$ cat src/sv/packet_window_buffer_top_assert.svh
// ----------------------------------------------------------------------------
// Packet window buffer assertion macros
// Clocked assertion macros shared by the packet window buffer modules.
// ----------------------------------------------------------------------------
`ifndef PACKET_WINDOW_BUFFER_TOP_ASSERT_SVH
`define PACKET_WINDOW_BUFFER_TOP_ASSERT_SVH

`ifndef ASSERT_OFF
// The property must hold at every clock edge outside reset.
`define PWB_ASSERT(label, prop, msg) \
    label: assert property (@(posedge aclk) disable iff (!aresetn) prop) else $error(msg);
// The expression must never be true at a clock edge outside reset.
`define PWB_ASSERT_NEVER(label, expr, msg) \
    label: assert property (@(posedge aclk) disable iff (!aresetn) !(expr)) else $error(msg);
`else
`define PWB_ASSERT(label, prop, msg)
`define PWB_ASSERT_NEVER(label, expr, msg)
`endif

`endif

$ cat src/sv/pwb_pkg.sv
// ----------------------------------------------------------------------------
// Packet window buffer package
// Types, codes and port layout constants shared by the buffer modules.
// ----------------------------------------------------------------------------
`timescale 1ns / 1ps

package pwb_pkg;

    localparam int BYTE_W    = 8;
    localparam int LEN_W     = 7;
    localparam int OFFS_W    = 3;
    localparam int MODE_W    = 3;
    localparam int COUNT_W   = 4;
    localparam int SEQ_W     = 8;
    localparam int S_TDATA_W = 24;
    localparam int M_TDATA_W = 40;
    localparam int M_PAD_W   = M_TDATA_W - (BYTE_W + LEN_W + COUNT_W + 2 * SEQ_W);

    typedef enum logic [MODE_W-1:0] {
        MODE_PUSH  = 3'd0,
        MODE_POP   = 3'd1,
        MODE_READ  = 3'd2,
        MODE_DROP  = 3'd3,
        MODE_CLEAR = 3'd4
    } mode_t;

    typedef enum logic [1:0] {
        STAT_OK        = 2'd0,
        STAT_ABSENT    = 2'd1,
        STAT_TOO_LARGE = 2'd2,
        STAT_FULL      = 2'd3
    } status_t;

    typedef enum logic [1:0] {
        S_IDLE,
        S_CHECK,
        S_STREAM
    } ctrl_state_t;

    // Commands from the controller to the datapath.
    typedef struct packed {
        logic push;     // take one pushed byte
        logic drop;     // discard the oldest packet
        logic clear;    // empty the ring
        logic absent;   // report an absent packet
        logic len_rd;   // look up a slot length and latch the request
        logic remove;   // the looked-up packet is popped rather than read
        logic refuse;   // report a packet that does not fit the caller
        logic start;    // begin streaming the looked-up packet
        logic byte_rd;  // fetch the next packet byte into the output stage
    } cmd_t;

    // Status from the datapath to the controller.
    typedef struct packed {
        logic out_busy;     // a result is held and not taken this cycle
        logic held_zero;    // the ring is empty
        logic offs_absent;  // the requested offset lies beyond the held packets
        logic cap_short;    // the caller's capacity is below the packet length
        logic len_zero;     // the looked-up packet has no bytes
        logic last_byte;    // the next fetched byte ends the packet
    } stat_t;

endpackage

$ cat src/sv/pwb_ctrl.sv
// ----------------------------------------------------------------------------
// Packet window buffer controller
// Decodes each transaction and sequences length lookups and byte streams.
// ----------------------------------------------------------------------------
`timescale 1ns / 1ps
`include "packet_window_buffer_top_assert.svh"

module pwb_ctrl (
    input  logic                              aclk,
    input  logic                              aresetn,
    input  logic                              s_tvalid,
    output logic                              s_tready,
    input  logic [pwb_pkg::MODE_W-1:0]        s_tuser,
    input  pwb_pkg::stat_t                    stat,
    output pwb_pkg::cmd_t                     cmd
);

    pwb_pkg::ctrl_state_t state_reg;
    pwb_pkg::ctrl_state_t state_next;
    pwb_pkg::mode_t       mode;

    assign mode = pwb_pkg::mode_t'(s_tuser);

    always_ff @(posedge aclk) begin
        if (!aresetn) begin
            state_reg <= pwb_pkg::S_IDLE;
        end else begin
            state_reg <= state_next;
        end
    end

    always_comb begin
        state_next = state_reg;
        s_tready   = 1'b0;
        cmd        = '0;
        case (state_reg)
            pwb_pkg::S_IDLE: begin
                // A new transaction may enter while the last result is being taken.
                s_tready = !stat.out_busy;
                if (s_tvalid && !stat.out_busy) begin
                    case (mode)
                        pwb_pkg::MODE_PUSH: begin
                            cmd.push = 1'b1;
                        end
                        pwb_pkg::MODE_POP: begin
                            if (stat.held_zero) begin
                                cmd.absent = 1'b1;
                            end else begin
                                cmd.len_rd = 1'b1;
                                cmd.remove = 1'b1;
                                state_next = pwb_pkg::S_CHECK;
                            end
                        end
                        pwb_pkg::MODE_READ: begin
                            if (stat.offs_absent) begin
                                cmd.absent = 1'b1;
                            end else begin
                                cmd.len_rd = 1'b1;
                                state_next = pwb_pkg::S_CHECK;
                            end
                        end
                        pwb_pkg::MODE_DROP: begin
                            cmd.drop = 1'b1;
                        end
                        pwb_pkg::MODE_CLEAR: begin
                            cmd.clear = 1'b1;
                        end
                        default: begin
                        end
                    endcase
                end
            end
            pwb_pkg::S_CHECK: begin
                if (stat.cap_short) begin
                    cmd.refuse = 1'b1;
                    state_next = pwb_pkg::S_IDLE;
                end else if (stat.len_zero) begin
                    state_next = pwb_pkg::S_IDLE;
                end else begin
                    cmd.start  = 1'b1;
                    state_next = pwb_pkg::S_STREAM;
                end
            end
            pwb_pkg::S_STREAM: begin
                if (!stat.out_busy) begin
                    cmd.byte_rd = 1'b1;
                    if (stat.last_byte) begin
                        state_next = pwb_pkg::S_IDLE;
                    end
                end
            end
            default: begin
                state_next = pwb_pkg::S_IDLE;
            end
        endcase
    end

    `PWB_ASSERT(a_check_out_free, (state_reg == pwb_pkg::S_CHECK) |-> !stat.out_busy, "Output stage occupied during length check")
    `PWB_ASSERT(a_stream_ends_idle, (cmd.byte_rd && stat.last_byte) |=> (state_reg == pwb_pkg::S_IDLE), "Stream did not end after its last byte")

endmodule

$ cat src/sv/pwb_datapath.sv
// ----------------------------------------------------------------------------
// Packet window buffer datapath
// Ring pointers, push state, slot memories and the registered output stage.
// ----------------------------------------------------------------------------
`timescale 1ns / 1ps
`include "packet_window_buffer_top_assert.svh"

module pwb_datapath #(
    parameter int PACKET_SLOTS     = 8,
    parameter int MAX_PACKET_BYTES = 64
) (
    input  logic                              aclk,
    input  logic                              aresetn,
    input  logic [pwb_pkg::S_TDATA_W-1:0]     s_tdata,
    input  logic                              s_tlast,
    input  pwb_pkg::cmd_t                     cmd,
    output pwb_pkg::stat_t                    stat,
    output logic                              m_tvalid,
    input  logic                              m_tready,
    output logic [pwb_pkg::M_TDATA_W-1:0]     m_tdata,
    output logic                              m_tlast,
    output logic [1:0]                        m_tuser
);

    localparam int SLOT_W      = $clog2(PACKET_SLOTS);
    localparam int CNT_W       = $clog2(PACKET_SLOTS + 1);
    localparam int CUR_W       = $clog2(MAX_PACKET_BYTES + 1);
    localparam int BYTES_DEPTH = PACKET_SLOTS * MAX_PACKET_BYTES;
    localparam int ADDR_W      = $clog2(BYTES_DEPTH);
    localparam int SUM_W       = ((SLOT_W > pwb_pkg::OFFS_W) ? SLOT_W : pwb_pkg::OFFS_W) + 1;
    localparam int CMP_W       = (CNT_W > pwb_pkg::OFFS_W) ? CNT_W : pwb_pkg::OFFS_W;

    // Input fields.
    logic [pwb_pkg::BYTE_W-1:0] in_byte;
    logic [pwb_pkg::OFFS_W-1:0] in_offs;
    logic [pwb_pkg::LEN_W-1:0]  in_cap;

    assign in_byte = s_tdata[7:0];
    assign in_offs = s_tdata[10:8];
    assign in_cap  = s_tdata[17:11];

    // Ring and push state.
    logic [SLOT_W-1:0]  write_slot_reg, write_slot_next;
    logic [SLOT_W-1:0]  read_slot_reg, read_slot_next;
    logic [CNT_W-1:0]   held_reg, held_next;
    logic [CUR_W-1:0]   cursor_reg, cursor_next;
    pwb_pkg::status_t   refusing_reg, refusing_next;

    // Pending request and stream state.
    logic [pwb_pkg::LEN_W-1:0] cap_reg;
    logic [SLOT_W-1:0]         slot_reg;
    logic                      remove_reg;
    logic [pwb_pkg::LEN_W-1:0] len_reg;
    logic [CUR_W-1:0]          idx_reg;
    logic [ADDR_W-1:0]         base_reg;

    // Memories and their read registers.
    logic [pwb_pkg::LEN_W-1:0]  len_mem [PACKET_SLOTS];
    logic [pwb_pkg::BYTE_W-1:0] byte_mem [BYTES_DEPTH];
    logic [pwb_pkg::LEN_W-1:0]  len_rd_reg;
    logic [pwb_pkg::BYTE_W-1:0] byte_rd_reg;

    // Output stage.
    logic                      out_valid_reg, out_valid_next;
    logic                      out_last_reg;
    logic [pwb_pkg::LEN_W-1:0] out_len_reg;
    pwb_pkg::status_t          out_stat_reg;
    logic                      out_is_byte_reg;

    logic                      full;
    pwb_pkg::status_t          refuse_in;
    pwb_pkg::status_t          refuse_push;
    logic                      cur_room;
    logic [CUR_W-1:0]          cursor_push;
    logic                      byte_wr;
    logic                      push_done_ok;
    logic [ADDR_W-1:0]         wr_addr;
    logic [ADDR_W-1:0]         rd_addr;
    logic [SUM_W-1:0]          offs_sum;
    logic [SUM_W-1:0]          offs_wrap;
    logic [SLOT_W-1:0]         len_rd_addr;
    logic                      res_load;
    logic                      res_last;
    logic [pwb_pkg::LEN_W-1:0] res_len;
    pwb_pkg::status_t          res_stat;

    function automatic logic [SLOT_W-1:0] slot_inc(input logic [SLOT_W-1:0] s);
        slot_inc = (s == SLOT_W'(PACKET_SLOTS - 1)) ? '0 : s + SLOT_W'(1);
    endfunction

    // Status towards the controller.
    assign full             = (held_reg == CNT_W'(PACKET_SLOTS));
    assign stat.out_busy    = out_valid_reg && !m_tready;
    assign stat.held_zero   = (held_reg == '0);
    assign stat.offs_absent = (CMP_W'(in_offs) >= CMP_W'(held_reg));
    assign stat.cap_short   = (cap_reg < len_rd_reg);
    assign stat.len_zero    = (len_rd_reg == '0);
    assign stat.last_byte   = ((pwb_pkg::LEN_W'(idx_reg) + pwb_pkg::LEN_W'(1)) == len_reg);

    // The full check is made on the first byte only; a too-long packet keeps an
    // earlier refusal.
    assign refuse_in = (cursor_reg == '0 && refusing_reg == pwb_pkg::STAT_OK && full) ?
                       pwb_pkg::STAT_FULL : refusing_reg;
    assign cur_room  = (cursor_reg < CUR_W'(MAX_PACKET_BYTES));
    assign refuse_push = (refuse_in == pwb_pkg::STAT_OK && !cur_room) ?
                         pwb_pkg::STAT_TOO_LARGE : refuse_in;
    assign cursor_push  = cur_room ? cursor_reg + CUR_W'(1) : cursor_reg;
    assign byte_wr      = cmd.push && refuse_in == pwb_pkg::STAT_OK && cur_room;
    assign push_done_ok = cmd.push && s_tlast && refuse_push == pwb_pkg::STAT_OK;

    assign wr_addr = ADDR_W'(write_slot_reg) * ADDR_W'(MAX_PACKET_BYTES) + ADDR_W'(cursor_reg);
    assign rd_addr = base_reg + ADDR_W'(idx_reg);

    // The offset is only used when it lies below the held count, so one
    // subtraction wraps it.
    assign offs_sum    = SUM_W'(read_slot_reg) + SUM_W'(in_offs);
    assign offs_wrap   = (offs_sum >= SUM_W'(PACKET_SLOTS)) ?
                         offs_sum - SUM_W'(PACKET_SLOTS) : offs_sum;
    assign len_rd_addr = cmd.remove ? read_slot_reg : SLOT_W'(offs_wrap);

    always_comb begin
        write_slot_next = write_slot_reg;
        read_slot_next  = read_slot_reg;
        held_next       = held_reg;
        cursor_next     = cursor_reg;
        refusing_next   = refusing_reg;
        if (cmd.push) begin
            cursor_next   = cursor_push;
            refusing_next = refuse_push;
            if (s_tlast) begin
                cursor_next   = '0;
                refusing_next = pwb_pkg::STAT_OK;
                if (refuse_push == pwb_pkg::STAT_OK) begin
                    write_slot_next = slot_inc(write_slot_reg);
                    held_next       = held_reg + CNT_W'(1);
                end
            end
        end
        if ((cmd.drop && !stat.held_zero) || (cmd.start && remove_reg)) begin
            read_slot_next = slot_inc(read_slot_reg);
            held_next      = held_reg - CNT_W'(1);
        end
        if (cmd.clear) begin
            write_slot_next = '0;
            read_slot_next  = '0;
            held_next       = '0;
            cursor_next     = '0;
            refusing_next   = pwb_pkg::STAT_OK;
        end
    end

    // Result of the transaction or stream step in this cycle.
    always_comb begin
        res_load = 1'b1;
        res_last = 1'b1;
        res_len  = '0;
        res_stat = pwb_pkg::STAT_OK;
        if (cmd.byte_rd) begin
            res_last = stat.last_byte;
            res_len  = len_reg;
        end else if (cmd.push && s_tlast) begin
            res_stat = refuse_push;
            if (refuse_push == pwb_pkg::STAT_OK) begin
                res_len = pwb_pkg::LEN_W'(cursor_push);
            end
        end else if (cmd.drop) begin
            res_stat = stat.held_zero ? pwb_pkg::STAT_ABSENT : pwb_pkg::STAT_OK;
        end else if (cmd.absent) begin
            res_stat = pwb_pkg::STAT_ABSENT;
        end else if (cmd.refuse) begin
            res_stat = pwb_pkg::STAT_TOO_LARGE;
        end else if (!cmd.clear) begin
            res_load = 1'b0;
        end
    end

    always_comb begin
        out_valid_next = out_valid_reg && !m_tready;
        if (res_load) begin
            out_valid_next = 1'b1;
        end
    end

    always_ff @(posedge aclk) begin
        if (!aresetn) begin
            write_slot_reg <= '0;
            read_slot_reg  <= '0;
            held_reg       <= '0;
            cursor_reg     <= '0;
            refusing_reg   <= pwb_pkg::STAT_OK;
            out_valid_reg  <= 1'b0;
        end else begin
            write_slot_reg <= write_slot_next;
            read_slot_reg  <= read_slot_next;
            held_reg       <= held_next;
            cursor_reg     <= cursor_next;
            refusing_reg   <= refusing_next;
            out_valid_reg  <= out_valid_next;
        end
    end

    always_ff @(posedge aclk) begin
        if (cmd.len_rd) begin
            cap_reg    <= in_cap;
            slot_reg   <= len_rd_addr;
            remove_reg <= cmd.remove;
        end
        if (cmd.start) begin
            len_reg  <= len_rd_reg;
            idx_reg  <= '0;
            base_reg <= ADDR_W'(slot_reg) * ADDR_W'(MAX_PACKET_BYTES);
        end else if (cmd.byte_rd) begin
            idx_reg <= idx_reg + CUR_W'(1);
        end
        if (res_load) begin
            out_last_reg    <= res_last;
            out_len_reg     <= res_len;
            out_stat_reg    <= res_stat;
            out_is_byte_reg <= cmd.byte_rd;
        end
    end

    // Slot length store.
    always_ff @(posedge aclk) begin
        if (push_done_ok) begin
            len_mem[write_slot_reg] <= pwb_pkg::LEN_W'(cursor_push);
        end
        if (cmd.len_rd) begin
            len_rd_reg <= len_mem[len_rd_addr];
        end
    end

    // Packet byte store; its read register doubles as the output byte.
    always_ff @(posedge aclk) begin
        if (byte_wr) begin
            byte_mem[wr_addr] <= in_byte;
        end
        if (cmd.byte_rd) begin
            byte_rd_reg <= byte_mem[rd_addr];
        end
    end

    assign m_tvalid = out_valid_reg;
    assign m_tlast  = out_last_reg;
    assign m_tuser  = out_stat_reg;
    assign m_tdata  = {{pwb_pkg::M_PAD_W{1'b0}},
                       pwb_pkg::SEQ_W'(write_slot_reg),
                       pwb_pkg::SEQ_W'(read_slot_reg),
                       pwb_pkg::COUNT_W'(held_reg),
                       out_len_reg,
                       (out_is_byte_reg ? byte_rd_reg : {pwb_pkg::BYTE_W{1'b0}})};

    `PWB_ASSERT(a_held_bound, held_reg <= CNT_W'(PACKET_SLOTS), "Held packet count exceeds the ring size")
    `PWB_ASSERT(a_cursor_bound, cursor_reg <= CUR_W'(MAX_PACKET_BYTES), "Fill cursor exceeds the slot size")
    `PWB_ASSERT_NEVER(a_refuse_cursor, (refusing_reg != pwb_pkg::STAT_OK) && (cursor_reg == '0), "Refusal pending with no byte taken")

endmodule

$ cat src/sv/packet_window_buffer_top.sv
// ----------------------------------------------------------------------------
// Packet window buffer
// Ring of packet slots used as a sliding-window send buffer.
// ----------------------------------------------------------------------------
// Pushed bytes are taken one per cycle while the result channel is not stalled,
// with no result until the last byte of the packet, which returns one status
// result. Drop, clear and absent pop/read requests return one result. A pop
// or read refused for lack of capacity returns its refusal from the check
// state, as the refusal is only known after the slot length lookup. A pop or
// read that succeeds passes the slot length lookup and check, then returns
// its bytes one per cycle while the result channel is not stalled, through
// the single read port of the packet byte memory; no new transaction is taken
// until its last byte has been loaded. Back-pressure on the result channel
// stalls the block. There is no clearing pass after reset.
`timescale 1ns / 1ps

module packet_window_buffer_top #(
    parameter int PACKET_SLOTS     = 8,
    parameter int MAX_PACKET_BYTES = 64
) (
    input  logic                              aclk,
    input  logic                              aresetn,
    input  logic                              s_tvalid,
    output logic                              s_tready,
    // s_tdata: in_byte[7:0], slot_offset[10:8], capacity[17:11], zero[23:18]
    input  logic [pwb_pkg::S_TDATA_W-1:0]     s_tdata,
    input  logic                              s_tlast,
    // s_tuser: mode[2:0]
    input  logic [pwb_pkg::MODE_W-1:0]        s_tuser,
    output logic                              m_tvalid,
    input  logic                              m_tready,
    // m_tdata: out_byte[7:0], out_length[14:8], packet_count[18:15],
    //          window_base[26:19], next_sequence[34:27], zero[39:35]
    output logic [pwb_pkg::M_TDATA_W-1:0]     m_tdata,
    output logic                              m_tlast,
    // m_tuser: status[1:0]
    output logic [1:0]                        m_tuser
);

    pwb_pkg::cmd_t  cmd;
    pwb_pkg::stat_t stat;

    pwb_ctrl u_ctrl (
        .aclk     (aclk),
        .aresetn  (aresetn),
        .s_tvalid (s_tvalid),
        .s_tready (s_tready),
        .s_tuser  (s_tuser),
        .stat     (stat),
        .cmd      (cmd)
    );

    pwb_datapath #(
        .PACKET_SLOTS     (PACKET_SLOTS),
        .MAX_PACKET_BYTES (MAX_PACKET_BYTES)
    ) u_datapath (
        .aclk     (aclk),
        .aresetn  (aresetn),
        .s_tdata  (s_tdata),
        .s_tlast  (s_tlast),
        .cmd      (cmd),
        .stat     (stat),
        .m_tvalid (m_tvalid),
        .m_tready (m_tready),
        .m_tdata  (m_tdata),
        .m_tlast  (m_tlast),
        .m_tuser  (m_tuser)
    );

endmodule
$ cat config.mk
export PLATFORM = sky130hd
export DESIGN_NAME = packet_window_buffer_top
export DESIGN_NICKNAME = d
export VERILOG_FILES = /design/src/sv/pwb_pkg.sv /design/src/sv/pwb_ctrl.sv /design/src/sv/pwb_datapath.sv /design/src/sv/packet_window_buffer_top.sv
export VERILOG_INCLUDE_DIRS = /design/src /design/src/sv
export SDC_FILE = /design/constraint.sdc
export NUM_CORES = 2
export LEC_CHECK = 0
export ABC_CLOCK_PERIOD_IN_PS = 10500
export CAP_MARGIN = 20
export CELL_PAD_IN_SITES_DETAIL_PLACEMENT = 1
export CELL_PAD_IN_SITES_GLOBAL_PLACEMENT = 1
export CORE_MARGIN = 2
export CORE_UTILIZATION = 40
export DETAILED_ROUTE_END_ITERATION = 6
export DONT_BUFFER_PORTS = 1
export PLACE_DENSITY_LB_ADDON = 0.15
export SLEW_MARGIN = 30
export SYNTH_ARGS = -nofsm -noshare
export SYNTH_HDL_FRONTEND = slang
export SYNTH_HIERARCHICAL = 1
export SYNTH_MEMORY_MAX_BITS = 65536
export SYNTH_SLANG_ARGS = --single-unit
$ cat constraint.sdc
create_clock -name aclk -period 10.5 [get_ports aclk]
set_input_delay 2.1 -clock aclk [delete_from_list [all_inputs] [get_ports aclk]]
set_output_delay 2.1 -clock aclk [all_outputs]
set_load 0.05 [all_outputs]
==> flow_summary_export.csv <==
group,metric,value,unit
outcome,status,"finished clean",
setup_path,crit_required,11090,ps
worst_hold_path,holdCritPathClass,"flip-flop to flip-flop",
global_route,first_global_vias,87221,
power_and_ir_drop,power_leakage,55.42,nW
sta,finalCritPeriodShare,54.43,%
die,die_x,649.5,um
clock_network,clock-sinks,4228,
die,die_area,421900,um2
synth,ys_warn_count,6,
routing,first_pass_iters,5,
power_and_ir_drop,intPower,29.16,mW
routing,postRouteAntennaNets,0,
clock_network,cts_resized,0,
synth,synth_cell_type_count,82,
synth,synth_edf_count,4199,
setup_path,crit_type,"input port to flip-flop",
power_and_ir_drop,power.net_switching,8.967,mW
placement,io_buffers,0,
sta,tightest_slew,1195,ps
finish,largest_register_ffs,4096,
setup_path,startpoint,"m_tready",
die,pin_count,77,
sta,slew_violations,0,
sta,max_clock_freq,175.0,MHz
clock_network,cts_tree,"yes",
power_and_ir_drop,ir_drop,0.1556,mV
placement,post-place-cells,13594,
power_and_ir_drop,switching_share,23.52,%
synth,synthCells,8492,
sta,clock_skew,73.81,ps
setup_path,critPathMaxFanout,24,
placement,dpl_cell_area,171700,um2
clock_network,htreeDepth,5,
finish,design_area,187000,um2
die,core_area,415700,um2
power_and_ir_drop,p_clk_share,41.4,%
clock_network,cts.clk_slew.worst_paths,60,ps
sta,setup_viol,0,
die,die_y,649.5,um
setup_path,critPathArrivalTime,6300,ps
finish,layout_commonest_cell,"edfxtp_1",
clock_network,postCtsHoldBufs,0,
sta,tns,0,ps
clock_network,numCtsBuffers,449,
routing,vias,83565,
setup_path,timing.rr.start,"u_datapath/idx_reg[1]",
clock_network,root_buffer,"clkbuf_16",
clock_network,clkLatencyLatePin,1010,ps
power_and_ir_drop,p_per_area,204.0,nW/um2
placement,hpwl,273.0,mm
finish,final_cells,14457,
sta,relSlewSlack,20.35,%
synth,syn-cell-area,166700,um2
clock_network,cts_setup_buffers,0,
finish,areaGrowthSynthToFinish,12.17,%
routing,avgViaCountPerCell,5.780,
finish,final_cell_mix,"edfxtp_1, mux2i_1, mux4_2",
worst_hold_path,hold_start,"u_datapath/slot_reg[0]",
power_and_ir_drop,seqPwrFrac,48.8,%
finish,final_nets,8628,
global_route,grt_pass1_wl,665.2,mm
synth,synth-main-ff-cell,"edfxtp_1",
die,rows,237,
sta,hold_viol_final,0,
global_route,grtUsageTotal,21.86,%
global_route,antenna_found_initial,27,
sta,grt_setup_unrepaired,"false",
synth,ys_seq_elements,4228,
routing,wirelength,469.0,mm
sta,min_period,5715,ps
finish,fin_util,44.97,%
setup_path,start_kind,"input port",
routing,detail_route.wl_per_cell,32.44,um
placement,gp_congestion,0.8135,
power_and_ir_drop,combPwrFrac,9.8,%
synth,seq_area_frac_synth,76.00,%
global_route,grt_max_degree,513,
job,max_cap_violations,0,
die,initial_core_util,40.09,%
setup_path,worstSetupEndpointType,"flip-flop",
synth,avgSynthCellArea,19.63,um2
routing,drc,0,
synth,synthArstFlopShare,0,%
clock_network,clock_path_buffers,4,
global_route,grt_overflow,0,
finish,drive_gt1_share,17.79,%
routing,initialDrtViolationCount,8375,
==> logic make-up (layout without fill, tap and decap cells) <==
group,count (synthesis),count (layout),synth area share (%)
other,1,26,0.002250
AOI/OAI and AO/OA,1020,1020,4.321
muxes,1481,1481,14.09
buffers and inverters,571,1014,2.198
xor gates and xnor gates,29,29,0.1614
DFF,4228,4228,76.00
and+or+nand+nor,1135,1135,3.013
adders and majority gates,27,27,0.2117
==> worst max-delay path: stages <==
cell and delay (ps):
nor2b_1 90, nor4b_4 270, nand2b_2 180, nor3_2 650, and3_4 880, nand3_4 660, buf_4 590, nor2_1 770
==> path summary, 6_finish.rpt <==
check,slack (ps),depth (start not counted),end
max,4790,8,u_datapath/byte_mem[280][5]
min,440,0,u_datapath/base_reg[6]
max reg2reg,5170,9,u_datapath/byte_rd_reg[2]
min reg2reg,440,0,u_datapath/base_reg[6]
==> synth_stat cells (25+ instances only) <==
cell type | n | area share (%)
o221ai_1 | 298 | 1.6
inv_1 | 29 | 0.065
ha_1 | 25 | 0.19
nand2_1 | 201 | 0.45
nand2b_1 | 31 | 0.12
buf_4 | 78 | 0.35
o21ai_0 | 109 | 0.33
clkbuf_1 | 174 | 0.39
mux2i_1 | 766 | 4.6
mux2_2 | 28 | 0.19
edfxtp_1 | 4199 | 76
nor4_1 | 25 | 0.094
buf_6 | 73 | 0.49
nand3_1 | 85 | 0.26
mux4_2 | 679 | 9.2
buf_1 | 41 | 0.092
nor2_1 | 608 | 1.4
nor3_1 | 38 | 0.11
buf_2 | 137 | 0.41
dfxtp_1 | 29 | 0.35
a211oi_1 | 26 | 0.12
nand4_1 | 64 | 0.24
o22ai_1 | 203 | 0.76
a21oi_1 | 201 | 0.60
==> power by group through the flow <==
stage                     logic, mW  registers, mW  clock network [mW]
after global routing           3.96           18.6                16.7
after global placement         3.45           19.0                   0
after CTS                      3.56           18.6                16.1
final                          3.73           18.6                15.8
after floorplan                2.64           18.9                   0
after detailed placement       3.56           19.0                   0
==> routing by layer <==
layer  track usage [%]  wire (um)  vias to the layer above
met2             35.97     227600                     2432
met1             30.53     200900                    45142
li1                  -          -                    35318
met5                 0          0                        -
met4             6.426      14440                        0
met3             2.845      26080                      673
==> metrics by stage <==
stage / power (mW) / setup slack (ps) / hold WS, ps
finish: 38.13 / 4785 / 435.1
global route: 39.24 / 4655 / 446.7
detailed placement: 22.53 / 3725 / 422.3
floorplan: 21.56 / 5159 / 400.3
global placement: 22.42 / 3393 / 404.9
CTS: 38.29 / 4818 / 437.2
==> layout make-up <==
cell class / count / area (um2)
antenna: 11 / 27.53
clock buffer: 557 / 11770
clock inverter: 274 / 2823
fill: 38418 / 228800
inverter: 30 / 125.1
multi-input combinational: 3707 / 36750
sequential: 4228 / 126700
tap: 5497 / 6878
timing repair buffer: 153 / 1893
(Power assumes the default switching activity.)
